$ cat src/hw/rtl/isme_ram.sv
// Generic simple dual-port RAM: one write port, one registered read port.
// No dependencies.
`timescale 1ns / 1ps
module isme_ram #(
  parameter int WIDTH = 16,
  parameter int DEPTH = 256
) (
  input  logic                     clk,
  input  logic                     we,
  input  logic [$clog2(DEPTH)-1:0] waddr,
  input  logic [WIDTH-1:0]         wdata,
  input  logic                     re,
  input  logic [$clog2(DEPTH)-1:0] raddr,
  output logic [WIDTH-1:0]         rdata
);

  logic [WIDTH-1:0] mem [DEPTH];

  always_ff @(posedge clk) begin
    if (we) begin
      mem[waddr] <= wdata;
    end
    if (re) begin
      rdata <= mem[raddr];
    end
  end

endmodule

$ cat config.mk
export PLATFORM = sky130hd
export DESIGN_NAME = isme_ram
export DESIGN_NICKNAME = d
export VERILOG_FILES = /design/src/hw/rtl/isme_ram.sv
export SDC_FILE = /design/constraint.sdc
export NUM_CORES = 2
export LEC_CHECK = 0
export ABC_AREA = 1
export BUFFER_PORTS_ARGS = -buffer_cell sky130_fd_sc_hd__buf_4
export CAP_MARGIN = 10
export CORE_MARGIN = 5
export CORE_UTILIZATION = 35
export DETAILED_ROUTE_END_ITERATION = 8
export PLACE_DENSITY_LB_ADDON = 0.05
export SLEW_MARGIN = 40
export SYNTH_ARGS = -nofsm -noshare
export SYNTH_HDL_FRONTEND = slang
export SYNTH_SLANG_ARGS = --single-unit
$ cat constraint.sdc
create_clock -name clk -period 4.5 [get_ports clk]
set_input_delay 0.9 -clock clk [delete_from_list [all_inputs] [get_ports clk]]
set_output_delay 0.9 -clock clk [all_outputs]
set_load 0.02 [all_outputs]
# Yosys cells after proc, flatten, opt, wreduce, memory -nomap -nowiden
# Memory sizes are Yosys's and may differ from the RTL's. A register that Yosys moved wholly into a read port is not among the register bits.
# Cells that the tools add are included.
# word_totals
register_bits	0
ram_bits	4096
inputBits	35
out_inout_bits	16
word_cells	3
memories	1
# classes
n_mux	2
# mem_list
name	depth	word_bits	rd	rd_clocked_by_memory_dff	write_ports	line	source
mem	256	16	1	1	1	17	logic [WIDTH-1:0] mem [DEPTH];
# ops
cell	n
$mux 1	2

# Logic depth before layout (Yosys ltp)
# logic_depth
depth_word	2
mapped_depth	15
depth_no_buf	11

# Worst setup path after synthesis
# No wires, ideal clock.
# synth_timing
path_type	in2reg
startpoint	in we
endpoint	mem mem[162][0] (enable)
setup_ns	0.388
arrival_ns	2.352
required_ns	4.112
path_slack_ns	1.760
cell_stages	4
n_path_buf	2
path_cell_list	clkbuf_1 -> nand3_1 -> clkbuf_1 -> nor2_1
# synth_between
elab_chain_len	2
# synth_lines
element	line	source
start, declared	9	input logic we,
$mux 1	20	if (we) begin
$mux 1 (implied by the code)	21	mem[waddr] <= wdata;
end, declared	17	
# Every way passes these cells.

==> results.cfg <==
[logic_synthesis]
synth_edf_count = 4112
synth.distinct_cells = 14
synth_common_cells = nand2_1, edfxtp_1, nand3_1
yosys.area_share.adder = 0
synth_warnings = 0
yosys_register_bits = 4112
synth.most_common_cell = nand2_1
synth_compound_gate_area_share = 0
synth-simple-area-share = 0.2235
synth_fp_nets = 13650
synth_area_mm2 = 0.1659
yosys.area.top_type_share = 0.7444
synth_top_area_cell = edfxtp_1
synth.avg_cell_area_um2 = 12.18
syn_inst = 13620
synthMuxAreaShare = 0
synth_top_family_by_area = simple AND/OR/NAND/NOR gates
ys_seq_area_frac = 0.7444
async_flop_share = 0
synthTopCellsByArea = edfxtp_1, nand3_1, nand2_1
synth-xor-area-share = 0
synth-main-ff-cell = edfxtp_1

[sta]
fin_crit_sh = 0.9271
slew_headroom = 0.3431
final-hold-violation-count = 0
clock_skew_ps = 49.93
finalMaxSlewViolations = 0
whs_ps = 238.9
rsz0062_at_grt = false
tightestPinTransition_ps = 985.4
fmax_mhz = 239.7
min_period_ps = 4172
setup_violations = 0

[global_routing]
grt_antenna_before_repair = 35
grt_pass1_wl_mm = 831.9
grt.overflow.total = 0
grt_util_all_layers = 0.2346
grt_max_degree = 144
grt_pass1_vias = 105900

[layout]
nNetsFinal = 13950
instances_no_fill = 20550
final_util = 0.4059
drive_gt1_frac = 0.1055
fillers = 44330
syn_to_final_growth_pct = 15.42
stdcell_area_mm2 = 0.1914

[setup_path]
worstPathMaxFanout = 54
ff2ff_setup_slack_ps = 1450
crit_arrival_ps = 4890
end_kind = flop
setup.worst_path.start_class = primary input
worstPathRequired_ps = 5220
crit_type = in2reg

[clock_tree]
clock_sinks = 4112
insertion_delay_ps = 1000
cts_max_path_buffers = 4
cts-root-buf = clkbuf_16
cts_tree = done
cts_made_buffers = 461
postCtsSetupRepairBufs = 0
cts_resized = 0
cts_max_level = 5
hold_buffers = 0
clk_pin_slew_ps = 60

[outcome]
status = finished clean

[route]
drtAntennaViolNets = 0
drt_iter0_markers = 10750
drt_first_pass_iters = 5
vias = 109800
routedWlPerCell_um = 28.68
via_per_inst = 5.346
drc = 0
totalWireLength_mm = 589.4

[place]
placedInstanceArea_mm2 = 0.1767
place_hpwl_mm = 348.4
globalplace.congestion = 0.8115
dp.cells = 19670
portBuffers = 50

[power_and_ir_drop]
p_leak_nw = 66.66
peakVddDrop_uv = 326.8
finalPower_mw = 84.95
power_density_mw_per_mm2 = 443.8

[run]
cap_violations = 0

[floorplanning]
core_area_mm2 = 0.4717
die_area_mm2 = 0.4878
fp-row-count = 252
boundaryPins = 51
start_util = 0.3516
die_w_um = 698.4
die_y_um = 698.4

[min_path]
hold_class = in2reg
cell type report:
class / instances / area [um^2] / area share
Sequential cell: 4112 / 123500 / 0.6450
Multi-Input combinational cell: 8529 / 37390 / 0.1953
Clock buffer: 575 / 12160 / 0.06349
Timing Repair Buffer: 769 / 7860 / 0.04106
Tap cell: 6223 / 7786 / 0.04067
Clock inverter: 279 / 2511 / 0.01312
Inverter: 39 / 201.4 / 0.001052
Antenna cell: 23 / 57.56 / 0.0003006
critical path, stage by stage:
cell,delay [ps]
buf_8,190
inv_16,370
buf_12,410
buf_12,330
buf_4,310
nand3_1,100
nand3_1,180
nand3_1,90
nand3_1,110
nand3_1,360
nand3_1,640
nand2_1,130
nand2_1,330
nand2_1,130
logic make-up after synthesis:
kind of cell | after synthesis
AND/OR/NAND/NOR | 8529
flip-flops | 4112
buffers and inverters | 976
metrics by stage:
step | setup TNS, ps | setup WS (ps)
final | 0 | 328.0
after global routing | 0 | 258.5
after CTS | 0 | 532.3
after detailed placement | -4249 | -584.7
after global placement | -4431 | -628.0
after floorplan | 0 | 1760
sequential cells by signal, summed over array words and instances (netlist names):
signal,count
rdata,16
mem,4096
metal layers:
layer	global-route usage	routed length (um)	vias up
li1	-	-	49320
met1	0.3430	268300	56290
met2	0.3696	271000	3571
met3	0.03164	34880	666
met4	0.05865	15230	8
met5	0	57	-
report_power, final:
part / internal, mW / total, mW / switching, mW
registers: 42.2 / 42.3 / 0.0504
logic: 1.31 / 5.59 / 4.28
clock network: 21.4 / 37.1 / 15.6
path summary, 6_finish.rpt:
path                    start    endpoint  cells past startpoint
setup / recovery     raddr[1]   rdata[14]                     14
hold / removal       wdata[3]  mem[80][3]                      1
setup reg to reg  mem[61][14]   rdata[14]                     10
hold reg to reg   mem[162][1]    rdata[1]                     10
cells in the final DEF, fill, tap and decap left out, types with 2 or more instances in the layout:
cell	instances
nor2_1	192
nand2_4	8
nor2_2	91
clkinvlp_4	6
clkinv_1	124
nand2_2	7
inv_6	10
nand3_1	4034
clkbuf_1	105
buf_12	143
clkinv_4	2
buf_4	596
inv_8	2
buf_16	7
clkbuf_16	470
nand2_1	4195
bufinv_16	42
buf_6	4
buf_8	19
diode_2	23
inv_16	5
clkinv_8	6
inv_1	32
clkinv_16	2
clkinv_2	85
edfxtp_1	4112
Power figures use the tool's default switching activity.
