**config.mk**
```make
export PLATFORM = sky130hd
export DESIGN_NAME = isme_mac
export DESIGN_NICKNAME = d
export VERILOG_FILES = /design/src/hw/rtl/isme_pkg.sv /design/src/hw/rtl/isme_mac.sv
export SDC_FILE = /design/constraint.sdc
export NUM_CORES = 1
export LEC_CHECK = 0
export BUFFER_PORTS_ARGS = -buffer_cell sky130_fd_sc_hd__buf_2
export CAP_MARGIN = 20
export CORE_AREA = 5 5 158 160
export CTS_CLUSTER_SIZE = 12
export DETAILED_ROUTE_END_ITERATION = 12
export DIE_AREA = 0 0 163 165
export PLACE_DENSITY = 0.9
export SYNTH_ARGS = -nofsm -noshare
export SYNTH_HDL_FRONTEND = slang
export SYNTH_SLANG_ARGS = --single-unit
export TNS_END_PERCENT = 50
```
**constraint.sdc**
```tcl
create_clock -name clk -period 8.2 [get_ports clk]
set_input_delay 0.41 -clock clk [delete_from_list [all_inputs] [get_ports clk]]
set_output_delay 0.41 -clock clk [all_outputs]
set_load 0.1 [all_outputs]
```
**src/hw/rtl/isme_pkg.sv**
```systemverilog
// Shared types and constants for the multi-tap echo block.
// Used by every module of the block except the generic RAM; has no dependencies.
`timescale 1ns / 1ps
package isme_pkg;

  localparam int DELAY_DEPTH = 16384;
  localparam int NUM_TAPS    = 7;

  localparam int ADDR_W    = $clog2(DELAY_DEPTH);
  localparam int SAMPLE_W  = 16;
  localparam int GAIN_W    = 16;
  localparam int DELAY_W   = 14;
  localparam int GAIN_LSB  = DELAY_W;
  localparam int TAP_W     = DELAY_W + GAIN_W;
  localparam int CFG_IDX_W = $clog2(NUM_TAPS + 1);
  localparam int TAP_CNT_W = $clog2(NUM_TAPS + 1);

  // widths for read address arithmetic and delay range checks
  localparam int XW    = ADDR_W + 2;
  localparam int CMP_W = (ADDR_W + 1 > DELAY_W) ? ADDR_W + 1 : DELAY_W;

  // product, accumulator and rounding widths
  localparam int PROD_W    = SAMPLE_W + GAIN_W;
  localparam int ACC_W     = PROD_W + $clog2(NUM_TAPS + 1);
  localparam int FRAC_W    = GAIN_W - 1;
  localparam int RND_W     = ACC_W + 1 - FRAC_W;

  // register indexes
  localparam logic [CFG_IDX_W-1:0] REG_TAP_DIRECT = CFG_IDX_W'(0);
  localparam logic [CFG_IDX_W-1:0] REG_IMAGES_ON  = CFG_IDX_W'(NUM_TAPS);

  // register reset values
  localparam logic [TAP_W-1:0] TAP_DIRECT_RST = TAP_W'(32767);
  localparam logic [TAP_W-1:0] TAP_IMAGE_RST  = '0;
  localparam logic             IMAGES_ON_RST  = 1'b1;

  // per-tap control from the sequencer to the multiply-accumulate unit
  typedef struct packed {
    logic              clear;
    logic              issue;
    logic              zero;
    logic [GAIN_W-1:0] gain;
  } mac_ctl_t;

endpackage

```
**src/hw/rtl/isme_mac.sv**
```systemverilog
// Tap multiply-accumulate pipeline with final rounding and saturation.
// Depends on isme_pkg; takes read data from the delay RAM.
`timescale 1ns / 1ps
module isme_mac (
  input  logic                           clk,
  input  logic                           rst,
  input  isme_pkg::mac_ctl_t             ctl,
  input  logic [isme_pkg::SAMPLE_W-1:0]  rdata,
  output logic                           busy,
  output logic [isme_pkg::SAMPLE_W-1:0]  result
);

  logic                          vld1;
  logic                          zero1;
  logic [isme_pkg::GAIN_W-1:0]   gain1;
  logic                          vld2;
  logic [isme_pkg::PROD_W-1:0]   prod;
  logic [isme_pkg::ACC_W-1:0]    acc;
  logic [isme_pkg::ACC_W:0]      rsum;
  logic [isme_pkg::RND_W-1:0]    rnd;
  logic                          fits;

  always_ff @(posedge clk) begin
    if (rst) begin
      vld1 <= 1'b0;
      vld2 <= 1'b0;
    end else begin
      vld1 <= ctl.issue;
      vld2 <= vld1;
    end
  end

  // stage 1 holds the tap info alongside the RAM read
  always_ff @(posedge clk) begin
    zero1 <= ctl.zero;
    gain1 <= ctl.gain;
  end

  always_ff @(posedge clk) begin
    if (vld1) begin
      prod <= zero1 ? '0
                    : isme_pkg::PROD_W'($signed(rdata) * $signed(gain1));
    end
  end

  always_ff @(posedge clk) begin
    if (ctl.clear) begin
      acc <= '0;
    end else if (vld2) begin
      acc <= acc + {{(isme_pkg::ACC_W - isme_pkg::PROD_W){prod[isme_pkg::PROD_W-1]}}, prod};
    end
  end

  // round half up, then saturate to the sample range
  always_comb begin
    rsum = {acc[isme_pkg::ACC_W-1], acc} +
           (isme_pkg::ACC_W + 1)'(1 << (isme_pkg::FRAC_W - 1));
    rnd  = rsum[isme_pkg::ACC_W:isme_pkg::FRAC_W];
    fits = (rnd[isme_pkg::RND_W-1:isme_pkg::SAMPLE_W-1] == '0) ||
           (rnd[isme_pkg::RND_W-1:isme_pkg::SAMPLE_W-1] == '1);
    if (fits) begin
      result = rnd[isme_pkg::SAMPLE_W-1:0];
    end else if (rnd[isme_pkg::RND_W-1]) begin
      result = {1'b1, {(isme_pkg::SAMPLE_W-1){1'b0}}};
    end else begin
      result = {1'b0, {(isme_pkg::SAMPLE_W-1){1'b1}}};
    end
  end

  assign busy = vld1 | vld2;

endmodule

```
==> Word level (Yosys, flattened, before mapping) <==
Cells that the tools add are included.
{ "totals": {"ff_bits": 86, "in_bits": 37, "out_inout_bits": 17, "elab_cells": 15} }
{ "op_classes": {"add_sub_neg": 2, "multipliers": 1, "eq_ne": 1, "mux": 2, "bitwise_logic": 1, "n_reduce_logical": 2} }
{ "ops": {"columns": ["op", "n"], "rows": [
  ["$add A35 B16 Y36 const B", 1],
  ["$add A35 B35 Y35", 1],
  ["$mul A16 B16 Y32", 1],
  ["$mux W16", 2],
  ["$eq A6 B6 Y1 const B", 1],
  ["$logic_not A6 Y1", 1],
  ["$logic_or A1 B1 Y1", 1],
  ["$or A1 B1 Y1", 1]
]} }

==> Longest topological paths before layout <==
{ "logic_depth": {"word_depth": 4, "ltp_mapped": 26, "mapped_depth_nobuf": 25} }

==> Least setup slack after synthesis <==
OpenSTA, ideal clock, no wires.
{ "synth_path": {"kind": "input port to flip-flop", "start": "in rdata[10] (netlist bit)", "end": "reg prod[31] (netlist bit), data pin", "setup_ns": 0.266, "t_arrival_ns": 5.982, "t_required_ns": 7.934, "path_slack_ns": 1.952, "cell_stages": 22, "n_path_buf": 1, "path_cell_list": "clkbuf_1 > nand2_1 > fa_1 > fa_1 > inv_1 > fa_1 > inv_1 > fa_1 > fa_1 > fa_1 > inv_1 > ha_1 > and3_1 > and3_1 > a211oi_1 > o21ai_0 > a21oi_1 > nor3_1 > o31ai_1 > o21ai_0 > xnor2_1 > nor2_1"} }
{ "synth_via": {"elab_chain_cells": 1} }
{ "synth_lines": {"columns": ["item", "line_no", "text"], "rows": [
  ["from (decl)", "isme_mac.sv:8", "input logic [isme_pkg::SAMPLE_W-1:0] rdata,"],
  ["$mul A16 B16 Y32", "isme_mac.sv:42", ": isme_pkg::PROD_W'($signed(rdata) * $signed(gain1));"],
  ["to (signal assigned)", "isme_mac.sv:41", "prod <= zero1 ? '0"],
  ["to (decl)", "isme_mac.sv:17", "logic [isme_pkg::PROD_W-1:0] prod;"]
]} }
Every way passes these cells.
A chain may end at the register's enable or synchronous reset.

==> Worst setup path in the final report <==
{ "layout_path": {"start": "reg gain1[3] (netlist bit)", "end": "reg prod[31] (netlist bit), data pin"} }
{ "layout_via": {"elab_chain_cells": 1} }
{ "layout_lines": {"columns": ["item", "line_no", "text"], "rows": [
  ["from (decl)", "isme_mac.sv:15", "logic [isme_pkg::GAIN_W-1:0] gain1;"],
  ["from (signal assigned)", "isme_mac.sv:36", "gain1 <= ctl.gain;"],
  ["$mul A16 B16 Y32", "isme_mac.sv:42", null]
]} }
Every way passes these cells.

==> flow_summary.toml <==
[yosys]
syn-num-nets = 2035
ys_ff_latch = 86
synth_xor_xnor_area_share = 0.04251
muxShareOfSynthArea = 0.01704
ys.flop_type = "dfxtp_1"
synth_async_sr_flop_share = 0
ys_seq_area_frac = 0.1377
yosys.area_share.simple = 0.1644
ys.warnings.count = 0
synth_compound_area_frac = 0.08857
synth-edff-count = 32
syn_inst = 1618
synth_top_family_by_area = "adder cells"
synth.avg_cell_area_um2 = 9.167
yosys.area_share.adder = 0.4536
yosysUniqueCellTypes = 76
synth_area_um2 = 14830

[global_route]
overflow = 0
antenna_found_initial = 0
grt_usage = 0.2577
grt_pass1_vias = 11687
grt_max_degree = 52
grt_pass1_wl_um = 56170

[clocking]
cts_made_buffers = 9
post_cts_buffers = 0
ctsHtreeMaxLevel = 3
ctsHoldBuffers = 0
cts_tree = "yes"
clk_path_buf_depth = 2
cts_resized = 0
numClockSinks = 86
clk_pin_slew_ps = 70
insertion_delay_ps = 360
clockRootBuffer = "clkbuf_16"

[drt]
antenna_left = 0
vias = 10972
routedWlPerCell_um = 16.54
first_pass_iters = 5
avgViaCountPerCell = 5.598
drc = 0
routed_wl_um = 32420
drtIter0Drc = 698

[die]
row_count = 56
start_util = 0.6376
core_um2 = 23260
die_y_um = 165
io_pins = 54
die_x_um = 163
die_area_um2 = 26900

[layout]
layout.nets = 2053
diodes = 0
fillers = 1760
area_growth_pct = 5.162
drive_gt1_frac = 0.06764
finalInstanceArea_um2 = 15600

[worst_setup_path]
critPathLaunch = "gain1[3]"
end_kind = "register"
crit_required_ps = 8290
reg2reg_from = "gain1[3]"
start_kind = "register"
reg2reg_depth = 21
critPathMaxFanout = 16
crit_type = "reg -> reg"
arrival_ps = 7150

[hold_path]
hp-start = "ctl[4]"
hold_path_class = "in -> reg"
worstHoldPathCells = 1

[sta]
relSlewSlack = 0.4772
drv_slew = 0
tightestPinTransition_ps = 784.2
setup_viol = 0
fin_skew_ps = 17.79
period_share = 0.8613
max_freq_mhz = 141.6
rsz0062_at_grt = "false"
hold_violations = 0
min_period_ps = 7063
fin_setup_tns_ps = 0

[placed_design]
dpl.hpwl_um = 26450
portBuffers = 53
routabilityCongestion = 0.9225
place_area_um2 = 15330

[run_status]
status = "completed"

[flow_run]
drv_cap = 0
worst max-delay path, stage by stage (launching register included):
cell and delay [ps]:
dfxtp_1 730, nand2_1 190, fa_1 510, fa_1 560, inv_1 70, fa_1 530
inv_1 60, fa_1 550, fa_1 430, fa_1 500, inv_1 40, ha_1 300
and3_1 220, and3_1 180, a211oi_1 240, o21ai_0 300, a21oi_1 480, nor3_1 140
o31ai_1 350, o21ai_0 170, xnor2_1 170, nor2_1 60
worst paths after layout:
path              end  slack [ps]
max          prod[31]        1140
min          gain1[4]         150
max reg2reg  prod[31]        1140
min reg2reg    acc[0]         500
through the flow:
stage                     setup slack (ps)  utilization  instances  hold slack [ps]
final                                 1137       0.6706       1960            151.5
after global routing                 782.5       0.6706       1960            145.6
after CTS                             1275       0.6706       1960            145.3
after detailed placement              1318       0.6588       1944            491.3
after global placement                1590       0.6588       1944            476.9
after floorplan                       1952            -       1618            437.7
sequential cells by signal (all words and copies together), names as in the netlist:
signal	cells
gain1	16
vld2	1
vld1	1
zero1	1
prod	32
acc	35
layout make-up:
class	count	area (µm²)	share of cell area
Multi-Input combinational cell	1155	11360	0.7286
Sequential cell	86	2043	0.1310
Inverter	328	1231	0.07893
Tap cell	319	399.1	0.02559
Timing Repair Buffer	56	287.8	0.01845
Clock buffer	9	225.2	0.01444
Clock inverter	7	47.55	0.003048
routing by layer:
layer | vias up | wire length (µm) | track usage
met3 | 69 | 3090 | 0.05965
met4 | 0 | 584 | 0.06329
li1 | 5079 | - | -
met5 | - | 0 | 0
met1 | 5332 | 13260 | 0.3388
met2 | 492 | 15490 | 0.4368
cell usage after synthesis (6+ instances only):
library cell / count / share of area
a211oi_1: 11 / 0.0056
a21o_1: 19 / 0.0096
a21oi_1: 51 / 0.017
a31oi_1: 6 / 0.0025
and2_1: 122 / 0.051
and3_1: 10 / 0.0042
clkbuf_1: 47 / 0.012
dfxtp_1: 54 / 0.073
edfxtp_1: 32 / 0.065
fa_1: 263 / 0.35
ha_1: 117 / 0.099
inv_1: 328 / 0.083
mux2i_1: 23 / 0.016
nand2_1: 159 / 0.040
nand2b_1: 12 / 0.0051
nand3_1: 17 / 0.0057
nand4_1: 7 / 0.0030
nor2_1: 99 / 0.025
nor2b_1: 14 / 0.0059
nor3_1: 15 / 0.0051
nor3b_1: 6 / 0.0030
o21ai_0: 31 / 0.010
o21ai_2: 9 / 0.0053
o21bai_1: 12 / 0.0061
or3_1: 6 / 0.0025
xnor2_1: 48 / 0.028
xor2_1: 24 / 0.014
kinds of logic (layout without fill, tap and decap cells):
group,after synthesis,count (layout)
multiplexers,25,25
AO/OA/AOI/OAI,191,191
flip-flops,86,86
buffers and inverters,377,400
adder cells (fa/ha/maj),380,380
XOR/XNOR,72,72
AND/OR/NAND/NOR,487,487
placed cells by master, fill, tap and decap left out, types with 15 or more instances in the layout:
master	Yosys	routed
inv_1	328	328
fa_1	263	263
nand2_1	159	159
and2_1	122	122
ha_1	117	117
nor2_1	99	99
dfxtp_1	54	53
buf_2	0	53
a21oi_1	51	51
xnor2_1	48	48
edfxtp_1	32	32
o21ai_0	31	31
xor2_1	24	24
mux2i_1	23	23
a21o_1	19	19
nand3_1	17	17
nor3_1	15	15
Power is left out: the tool's default activity adds up to more than one toggle a clock period on the data nets, which glitch-free logic cannot reach.
