**config.mk**
```make
export PLATFORM = sky130hd
export DESIGN_NAME = isme_cfg
export DESIGN_NICKNAME = d
export VERILOG_FILES = /design/src/hw/rtl/isme_pkg.sv /design/src/hw/rtl/isme_cfg.sv
export SDC_FILE = /design/constraint.sdc
export NUM_CORES = 1
export LEC_CHECK = 0
export BUFFER_PORTS_ARGS = -buffer_cell sky130_fd_sc_hd__buf_2
export CORE_ASPECT_RATIO = 0.9
export CORE_MARGIN = 5
export CORE_UTILIZATION = 54
export DETAILED_ROUTE_END_ITERATION = 10
export HOLD_SLACK_MARGIN = 0.02
export PLACE_DENSITY = 0.75
export SYNTH_ARGS = -nofsm -noshare
export SYNTH_HDL_FRONTEND = slang
export SYNTH_SLANG_ARGS = --single-unit
```
**constraint.sdc**
```tcl
create_clock -name clk -period 3.01 [get_ports clk]
set_clock_uncertainty 0.05 [all_clocks]
set_input_delay 0 -clock clk [delete_from_list [all_inputs] [get_ports clk]]
set_output_delay 0 -clock clk [all_outputs]
set_load 0.01 [all_outputs]
```
**src/hw/rtl/isme_pkg.sv**
```systemverilog
// Shared types and constants for the multi-tap echo block.
// Used by every module of the block except the generic RAM; has no dependencies.
`timescale 1ns / 1ps
package isme_pkg;

  localparam int DELAY_DEPTH = 16384;
  localparam int NUM_TAPS    = 7;

  localparam int ADDR_W    = $clog2(DELAY_DEPTH);
  localparam int SAMPLE_W  = 16;
  localparam int GAIN_W    = 16;
  localparam int DELAY_W   = 14;
  localparam int GAIN_LSB  = DELAY_W;
  localparam int TAP_W     = DELAY_W + GAIN_W;
  localparam int CFG_IDX_W = $clog2(NUM_TAPS + 1);
  localparam int TAP_CNT_W = $clog2(NUM_TAPS + 1);

  // widths for read address arithmetic and delay range checks
  localparam int XW    = ADDR_W + 2;
  localparam int CMP_W = (ADDR_W + 1 > DELAY_W) ? ADDR_W + 1 : DELAY_W;

  // product, accumulator and rounding widths
  localparam int PROD_W    = SAMPLE_W + GAIN_W;
  localparam int ACC_W     = PROD_W + $clog2(NUM_TAPS + 1);
  localparam int FRAC_W    = GAIN_W - 1;
  localparam int RND_W     = ACC_W + 1 - FRAC_W;

  // register indexes
  localparam logic [CFG_IDX_W-1:0] REG_TAP_DIRECT = CFG_IDX_W'(0);
  localparam logic [CFG_IDX_W-1:0] REG_IMAGES_ON  = CFG_IDX_W'(NUM_TAPS);

  // register reset values
  localparam logic [TAP_W-1:0] TAP_DIRECT_RST = TAP_W'(32767);
  localparam logic [TAP_W-1:0] TAP_IMAGE_RST  = '0;
  localparam logic             IMAGES_ON_RST  = 1'b1;

  // per-tap control from the sequencer to the multiply-accumulate unit
  typedef struct packed {
    logic              clear;
    logic              issue;
    logic              zero;
    logic [GAIN_W-1:0] gain;
  } mac_ctl_t;

endpackage

```
**src/hw/rtl/isme_cfg.sv**
```systemverilog
// Tap and mode registers with the tap select mux.
// Depends on isme_pkg.
`timescale 1ns / 1ps
module isme_cfg (
  input  logic                            clk,
  input  logic                            rst,
  input  logic                            cfg_we,
  input  logic [isme_pkg::CFG_IDX_W-1:0]  cfg_index,
  input  logic [isme_pkg::TAP_W-1:0]      cfg_data,
  input  logic [isme_pkg::TAP_CNT_W-1:0]  sel,
  output logic [isme_pkg::TAP_W-1:0]      tap_word,
  output logic                            images_on
);

  logic [isme_pkg::TAP_W-1:0] tap_reg [isme_pkg::NUM_TAPS];

  always_ff @(posedge clk) begin
    if (rst) begin
      for (int i = 0; i < isme_pkg::NUM_TAPS; i++) begin
        tap_reg[i] <= isme_pkg::TAP_IMAGE_RST;
      end
      tap_reg[isme_pkg::REG_TAP_DIRECT] <= isme_pkg::TAP_DIRECT_RST;
      images_on <= isme_pkg::IMAGES_ON_RST;
    end else if (cfg_we) begin
      if (cfg_index < isme_pkg::REG_IMAGES_ON) begin
        tap_reg[cfg_index] <= cfg_data;
      end else if (cfg_index == isme_pkg::REG_IMAGES_ON) begin
        images_on <= cfg_data[0];
      end
    end
  end

  assign tap_word = tap_reg[sel];

endmodule

```
======== Yosys cells after proc, flatten, opt, wreduce, memory -nomap -nowiden ========
Memory sizes are Yosys's and may differ from the RTL's.
Cells that the tools add are included.
word-level totals
  register bits ........................... 1
  bits in writable memories ............... 210
  bits of input ports ..................... 39
  output and inout port bits .............. 31
  logic and storage cells ................. 18
  memories kept ........................... 1
memory list
  name     depth  width  read ports  clocked after memory_dff  write ports  line            source
  tap_reg  7      30     1           0                         7            isme_cfg.sv:15  logic [isme_pkg::TAP_W-1:0] tap_reg [isme_pkg::NUM_TAPS];
cells by class
  order comparisons ....................... 1
  equality and inequality tests ........... 1
  multiplexer cells ....................... 10
  bitwise operators ....................... 2
  reductions and logical operators ........ 2
operator list
  cell                number
  $mux 30             2
  $reduce_or 30->1    1
  $mux 1              7
  $eq 3x3->1 const B  1
  $lt 3x3->1 const B  1
  $mux 3              1
  $reduce_and 3->1    1
  $not 1->1           1
  $or 1x1->1          1

======== Longest topological paths before layout ========
Gate-level depths: netlist of run 1.
  depth in word-level cells ............... 7
  mapped depth ............................ 6
  gate-level depth less buffers ........... 4

======== Worst setup path before layout of run 1 ========
Ideal clock, no wire load.
  kind .................................... input-to-reg
  start point ............................. input port cfg_index[0] in the netlist's numbering
  end point ............................... memory tap_reg[4][0] in the netlist's numbering, enable pin
  setup time .............................. 0.459 ns
  arrival time ............................ 2.469 ns
  required time ........................... 2.501 ns
  path slack .............................. 0.032 ns
  cell stages on the path ................. 3
  cells stage by stage .................... buf_2 -> nand2b_1 -> o21ai_0
RTL lines
  item         line            source
  from (decl)  isme_cfg.sv:8   input logic [isme_pkg::CFG_IDX_W-1:0] cfg_index,
  to (decl)    isme_cfg.sv:15

==> flow_metrics.py, run 1 <==
metrics = {
    "floorplanning": {
        "die_w_um": 155.2,
        "rows": 47,
        "core_sq_mm": 0.01852,
        "fp.dieH_um": 140.7,
        "initial_core_util": 0.5533,
        "die_area_sq_mm": 0.02184,
        "io_pins": 70,
    },
    "route": {
        "drtAntennaViolNets": 0,
        "routed_via_density": 5.960,
        "post_drt_wl_per_cell_um": 22.49,
        "firstDrtPassIters": 5,
        "drc_errors": 0,
        "first_iter_violations": 629,
        "vias": 6562,
        "wl_met3_mm": 2.139,
        "maxUsedRoutingLayer": "met4",
        "wl_met1_mm": 9.830,
        "routed_wl_mm": 24.76,
        "route.met2.wl_mm": 12.33,
    },
    "sta": {
        "setup_viol": 0,
        "fmax_mhz": 402.2,
        "slew_headroom": 0.3560,
        "tns_ns": 0,
        "rsz0062_at_grt": "no",
        "layout_min_cycle_time_ns": 2.486,
        "worst_slack_ns": 0.5238,
        "hold_viol": 0,
        "fin_crit_sh": 0.8260,
        "final_max_slew_viol_count": 0,
        "tightest_slew_ns": 0.9650,
    },
    "power": {
        "p_leak_nw": 4.611,
        "irDropWorstVdd_mv": 0.5278,
        "power.density_mw_per_mm2": 610.9,
    },
    "finish": {
        "fillers": 1368,
        "num_antenna_cells": 0,
        "final_cell_area_sq_mm": 0.01216,
        "regArea_sq_mm": 0.006626,
        "nets": 877,
        "fin_util": 0.6562,
        "largest_reg_flops": 240,
        "multi_input_area_sq_mm": 0.003374,
        "areaGrowthSynthToFinish_pct": 18.59,
        "finalNonFillerCells": 1101,
        "layout-drive-gt1-share": 0.2979,
    },
    "grt": {
        "grt_overflow": 0,
        "grt_max_degree": 45,
        "grt_usage": 0.2271,
        "grt_pass1_wl_mm": 38.21,
        "grt_pass1_vias": 6789,
        "antenna_found_initial": 0,
    },
    "critical_path": {
        "crit_path_max_fanout": 33,
        "crit_type": "in2reg",
        "startpoint_type": "input port",
        "cp.arrival_ns": 2.89,
        "critical_path_required_ns": 3.41,
        "endpoint_kind": "flop",
    },
    "clocking": {
        "cts_buffer_depth": 3,
        "cts_buffers": 24,
        "cts-root-buf": "clkbuf_16",
        "clkTransAtPathRegs_ns": 0.06,
        "clkSinkCount": 241,
        "cts_tree": "done",
        "htreeDepth": 1,
        "cts_setup_buffers": 0,
        "insertion_delay_ns": 0.51,
    },
    "placed_design": {
        "gp_congestion": 0.8626,
        "placedCellCount": 1019,
        "hpwl_mm": 14.86,
        "placement.cell_area_sq_mm": 0.01100,
        "place.port_buffers": 69,
        "place_ws_ns": 1.066,
    },
    "yosys": {
        "synth_top_area_frac": 0.5273,
        "synth_area_sq_mm": 0.01025,
        "yosysWarningCount": 0,
        "synth_flop_cell": "edfxtp_1",
        "synth_edf_count": 180,
        "yosys-top-cells-area": "edfxtp_1 (53%), mux4_2 (13%), dfxtp_1 (12%)",
        "ys_ff_latch": 241,
        "ys_seq_area_frac": 0.6465,
        "async_reset_ff_frac": 0,
        "synth_cell_types": 34,
        "synth_cells": 708,
        "avgSynthCellArea_sq_um": 14.48,
        "yosysTopAreaCell": "edfxtp_1",
    },
    "status": {
        "status": "finished, final reports clean",
    },
    "run": {
        "max_cap_violations": 0,
    },
    "hold_path": {
        "hp-class": "in2reg",
    },
}
-- cell type report --
type	instances	area share
Inverter	31	0.009573
Clock inverter	10	0.006279
Tap cell	245	0.02522
Clock buffer	34	0.05754
Multi-Input combinational cell	411	0.2776
Timing Repair Buffer	129	0.07864
Sequential cell	241	0.5451
-- Yosys cell counts (3+ instances only) --
| master | n |
|---|---|
| inv_1 | 31 |
| nor3_1 | 14 |
| mux4_2 | 60 |
| nand2b_1 | 3 |
| buf_2 | 24 |
| nand2_1 | 6 |
| buf_1 | 3 |
| nor2_1 | 106 |
| mux2_2 | 30 |
| dfxtp_1 | 61 |
| o21ai_0 | 15 |
| clkbuf_1 | 21 |
| nor2_2 | 29 |
| buf_6 | 6 |
| a22o_1 | 7 |
| nand3_1 | 44 |
| a21oi_1 | 25 |
| o22a_1 | 27 |
| edfxtp_1 | 180 |
-- metrics by stage --
stage	hold WS, ns	power, W
floorplan	0.07397	0.004287
global placement	0.1853	0.004522
detailed placement	0.2007	0.004550
CTS	0.09586	0.007462
global route	0.1502	0.007672
finish	0.1225	0.007426
-- layer usage --
| metal | up-vias | track usage |
|---|---|---|
| li1 | 2887 | - |
| met1 | 3290 | 0.3200 |
| met2 | 348 | 0.3793 |
| met3 | 37 | 0.03463 |
| met4 | 0 | 0.05251 |
| met5 | - | 0 |
-- cells by family (layout without fill, tap and decap cells) --
family,after synthesis,after routing,synth area share
DFF,241,241,0.6465
muxes,90,90,0.1648
other,1,30,0.0003659
buffers and inverters,85,204,0.03845
AOI/OAI and AO/OA,76,76,0.05017
and+or+nand+nor,215,215,0.09973
-- power breakdown --
part	total (W)	internal [W]	leakage (nW)	switching [W]
clock	0.00291	0.00170	0.388	0.00121
combinational	0.000699	0.000314	2.00	0.000385
sequential	0.00382	0.00376	2.22	0.0000578
-- layout by cell type, fill, tap and decap left out, types with 2 or more instances in the layout --
master / n
nor2_1: 105
mux2_2: 30
inv_1: 31
nand3_1: 44
o21ai_4: 2
o22a_1: 27
clkbuf_16: 25
mux4_2: 60
nor3_1: 14
buf_12: 5
conb_1: 30
clkinv_1: 2
dlygate4sd3_1: 38
buf_4: 18
nor2_2: 30
o21ai_0: 13
buf_2: 68
edfxtp_1: 180
nand2_1: 6
nand2b_1: 3
a22o_1: 7
dfxtp_1: 61
clkbuf_1: 5
a21oi_1: 25
clkbuf_8: 4
clkinv_2: 6
-- critical path, stage by stage --
cell and delay, ns:
dlygate4sd3_1 0.52, buf_2 0.55, or3b_1 0.58, buf_4 0.34
o21ai_0 0.10, a21oi_1 0.18, dlygate4sd3_1 0.58
-- final timing paths --
kind | from | end | slack [ns] | cells after the start
hold / removal | cfg_index[2] | tap_reg[6][13] | 0.12 | 5
hold reg to reg | tap_reg[6][12] | tap_reg[6][12] | 0.41 | 1
setup reg to reg | tap_reg[6][1] | tap_reg[6][1] | 1.74 | 3
setup / recovery | rst | tap_reg[6][1] | 0.52 | 7
-- repair_timing --
item                      CTS  global route
hold buffers               38             0
resized for setup           0             0
hold endpoints to repair  220             0
Power figures use the tool's default switching activity.
==> run 2, diff against run 1 <==
==> constraint.sdc (replaced) <==
create_clock -name clk -period 2.2 [get_ports clk]
set_clock_uncertainty 0.05 [all_clocks]
set_input_delay 0 -clock clk [delete_from_list [all_inputs] [get_ports clk]]
set_output_delay 0 -clock clk [all_outputs]
set_load 0.01 [all_outputs]
==> run 2 against run 1 <==
Effect of this change: combinational power rose by 39%; design area increased by 1.8%; setup slack worse by 0.28 ns; global-route usage up 0.55 points; first-iteration DRC count decreased by 2.4%; core utilization is 1.2 points higher; critical endpoint is now tap_reg[0][0]; highest routed layer unchanged.
==> flow_metrics.py, run 2 (synthesis gave the netlist of run 1 again) <==
metrics = {
    "finish": {
        "nets": 884,
        "areaGrowthSynthToFinish_pct": 20.68,
        "num_antenna_cells": 0,
        "layout-drive-gt1-share": 0.3048,
        "layout_commonest_cell": "edfxtp_1",
        "fin_util": 0.6677,
        "largest_reg_flops": 240,
        "final_cell_mix": "edfxtp_1 (180), nor2_1 (106), buf_2 (68)",
    },
    "sta": {
        "setup_viol": 0,
        "rsz0062_at_grt": "no",
        "fin_hold_ws_ns": 0.1176,
        "fmax_mhz": 511.9,
        "hold_viol": 0,
        "layout_min_cycle_time_ns": 1.954,
        "tightest_slew_ns": 0.6435,
        "slew_headroom": 0.5710,
        "final_max_slew_viol_count": 0,
        "fin_crit_sh": 0.8880,
        "tns_ns": 0,
    },
    "critical_path": {
        "cpMostUsedCell": "dlygate4sd3_1",
        "cp_slowest_cell": "dlygate4sd3_1",
        "endpoint_kind": "flop",
        "crit_path_max_fanout": 9,
        "cp.arrival_ns": 2.36,
        "max_stage_delay_ns": 0.56,
        "critical_path_required_ns": 2.61,
        "crit_type": "in2reg",
        "crit_chain": "dlygate4sd3_1 > buf_2 > nor4b_1 > nand2_1 > dlygate4sd3_1 > nand3_1 > dlygate4sd3_1",
        "startpoint_type": "input port",
    },
    "clocking": {
        "clkSinkCount": 241,
        "cts_buffer_depth": 3,
        "insertion_delay_ns": 0.52,
        "clkTransAtPathRegs_ns": 0.07,
        "cts_tree": "done",
        "htreeDepth": 1,
        "cts_resized": 0,
        "cts-root-buf": "clkbuf_16",
        "cts_buffers": 24,
    },
    "grt": {
        "grt_pass1_vias": 7147,
        "grt_max_degree": 41,
        "antenna_found_initial": 0,
        "grt_pass1_wl_mm": 39.21,
        "grt_usage": 0.2326,
        "grt_overflow": 0,
    },
    "placed_design": {
        "gp_congestion": 0.8107,
        "place.port_buffers": 69,
        "hpwl_mm": 14.80,
    },
    "floorplanning": {
        "fp.dieH_um": 140.7,
        "io_pins": 70,
        "rows": 47,
        "die_w_um": 155.2,
        "initial_core_util": 0.5533,
        "die_area_sq_mm": 0.02184,
        "core_sq_mm": 0.01852,
    },
    "power": {
        "irDropWorstVdd_mv": 0.7131,
        "power.density_mw_per_mm2": 879.4,
        "p_leak_nw": 4.709,
    },
    "route": {
        "firstDrtPassIters": 5,
        "drtAntennaViolNets": 0,
        "post_drt_wl_per_cell_um": 22.54,
        "routed_via_density": 5.943,
        "first_iter_violations": 614,
        "routed_wl_mm": 24.97,
        "vias": 6585,
        "drc_errors": 0,
    },
    "run": {
        "max_cap_violations": 0,
    },
    "hold_path": {
        "hp-class": "in2reg",
    },
    "status": {
        "status": "finished, final reports clean",
    },
}
## run 2: changes by cell type in the layout (fill, tap and decap cells not counted), sizes merged
cell,before,now
buf,91,98
bufinv,1,7
clkinv,9,4
clkbuf,34,32
clkinvlp,0,1
## run 2: layout make-up
class / count / area [sq um]
clock buffers: 32 / 681.9
clock inverters: 12 / 235.2
fillers: 1284 / 6155
inverters: 31 / 116.4
multi-input cells: 411 / 3369
flip-flops and latches: 241 / 6626
well taps: 245 / 306.5
repair buffers: 136 / 1033
## run 2: what timing repair did
item / CTS / global route
hold buffers: 38 / 0
setup buffers: 0 / 0
hold endpoints to repair: 218 / 0
## run 2: critical path: cells and delay by family
family        cells  cell delay, ns
simple gates      3            0.54
buf+inv           4            1.83
## run 2: power by group
group / internal (W) / switching (W) / leakage (nW)
clock: 0.00299 / 0.00169 / 0.444
sequential: 0.00514 / 0.0000805 / 2.22
combinational: 0.000443 / 0.000530 / 2.04
total: 0.00858 / 0.00230 / 4.71
## run 2: worst paths after layout
check                  from  depth (start not counted)  slack (ns)             end
max            cfg_index[0]                          7        0.25   tap_reg[0][0]
min            cfg_index[2]                          5        0.12  tap_reg[6][11]
max reg2reg  tap_reg[6][22]                          3        0.98  tap_reg[6][22]
min reg2reg  tap_reg[6][24]                          1        0.41  tap_reg[6][24]
## run 2: routing by layer
metal / global-route usage / vias to the layer above / share of wire
li1: - / 2894 / -
met2: 0.4104 / 310 / 0.52
met3: 0.03524 / 56 / 0.071
met4: 0.07508 / 0 / 0.031
met1: 0.2980 / 3325 / 0.38
met5: 0 / - / 0
## run 2: metrics by stage
stage	std cells	setup WS [ns]	total power (W)	area [sq um]
after floorplan	737	0.03333	0.005864	10360
after global placement	1026	0.6149	0.006196	11070
after detailed placement	1026	0.5408	0.006239	11070
after CTS	1108	0.2853	0.01092	12370
after global routing	1108	0.1546	0.01123	12370
final	1108	0.2464	0.01088	12370
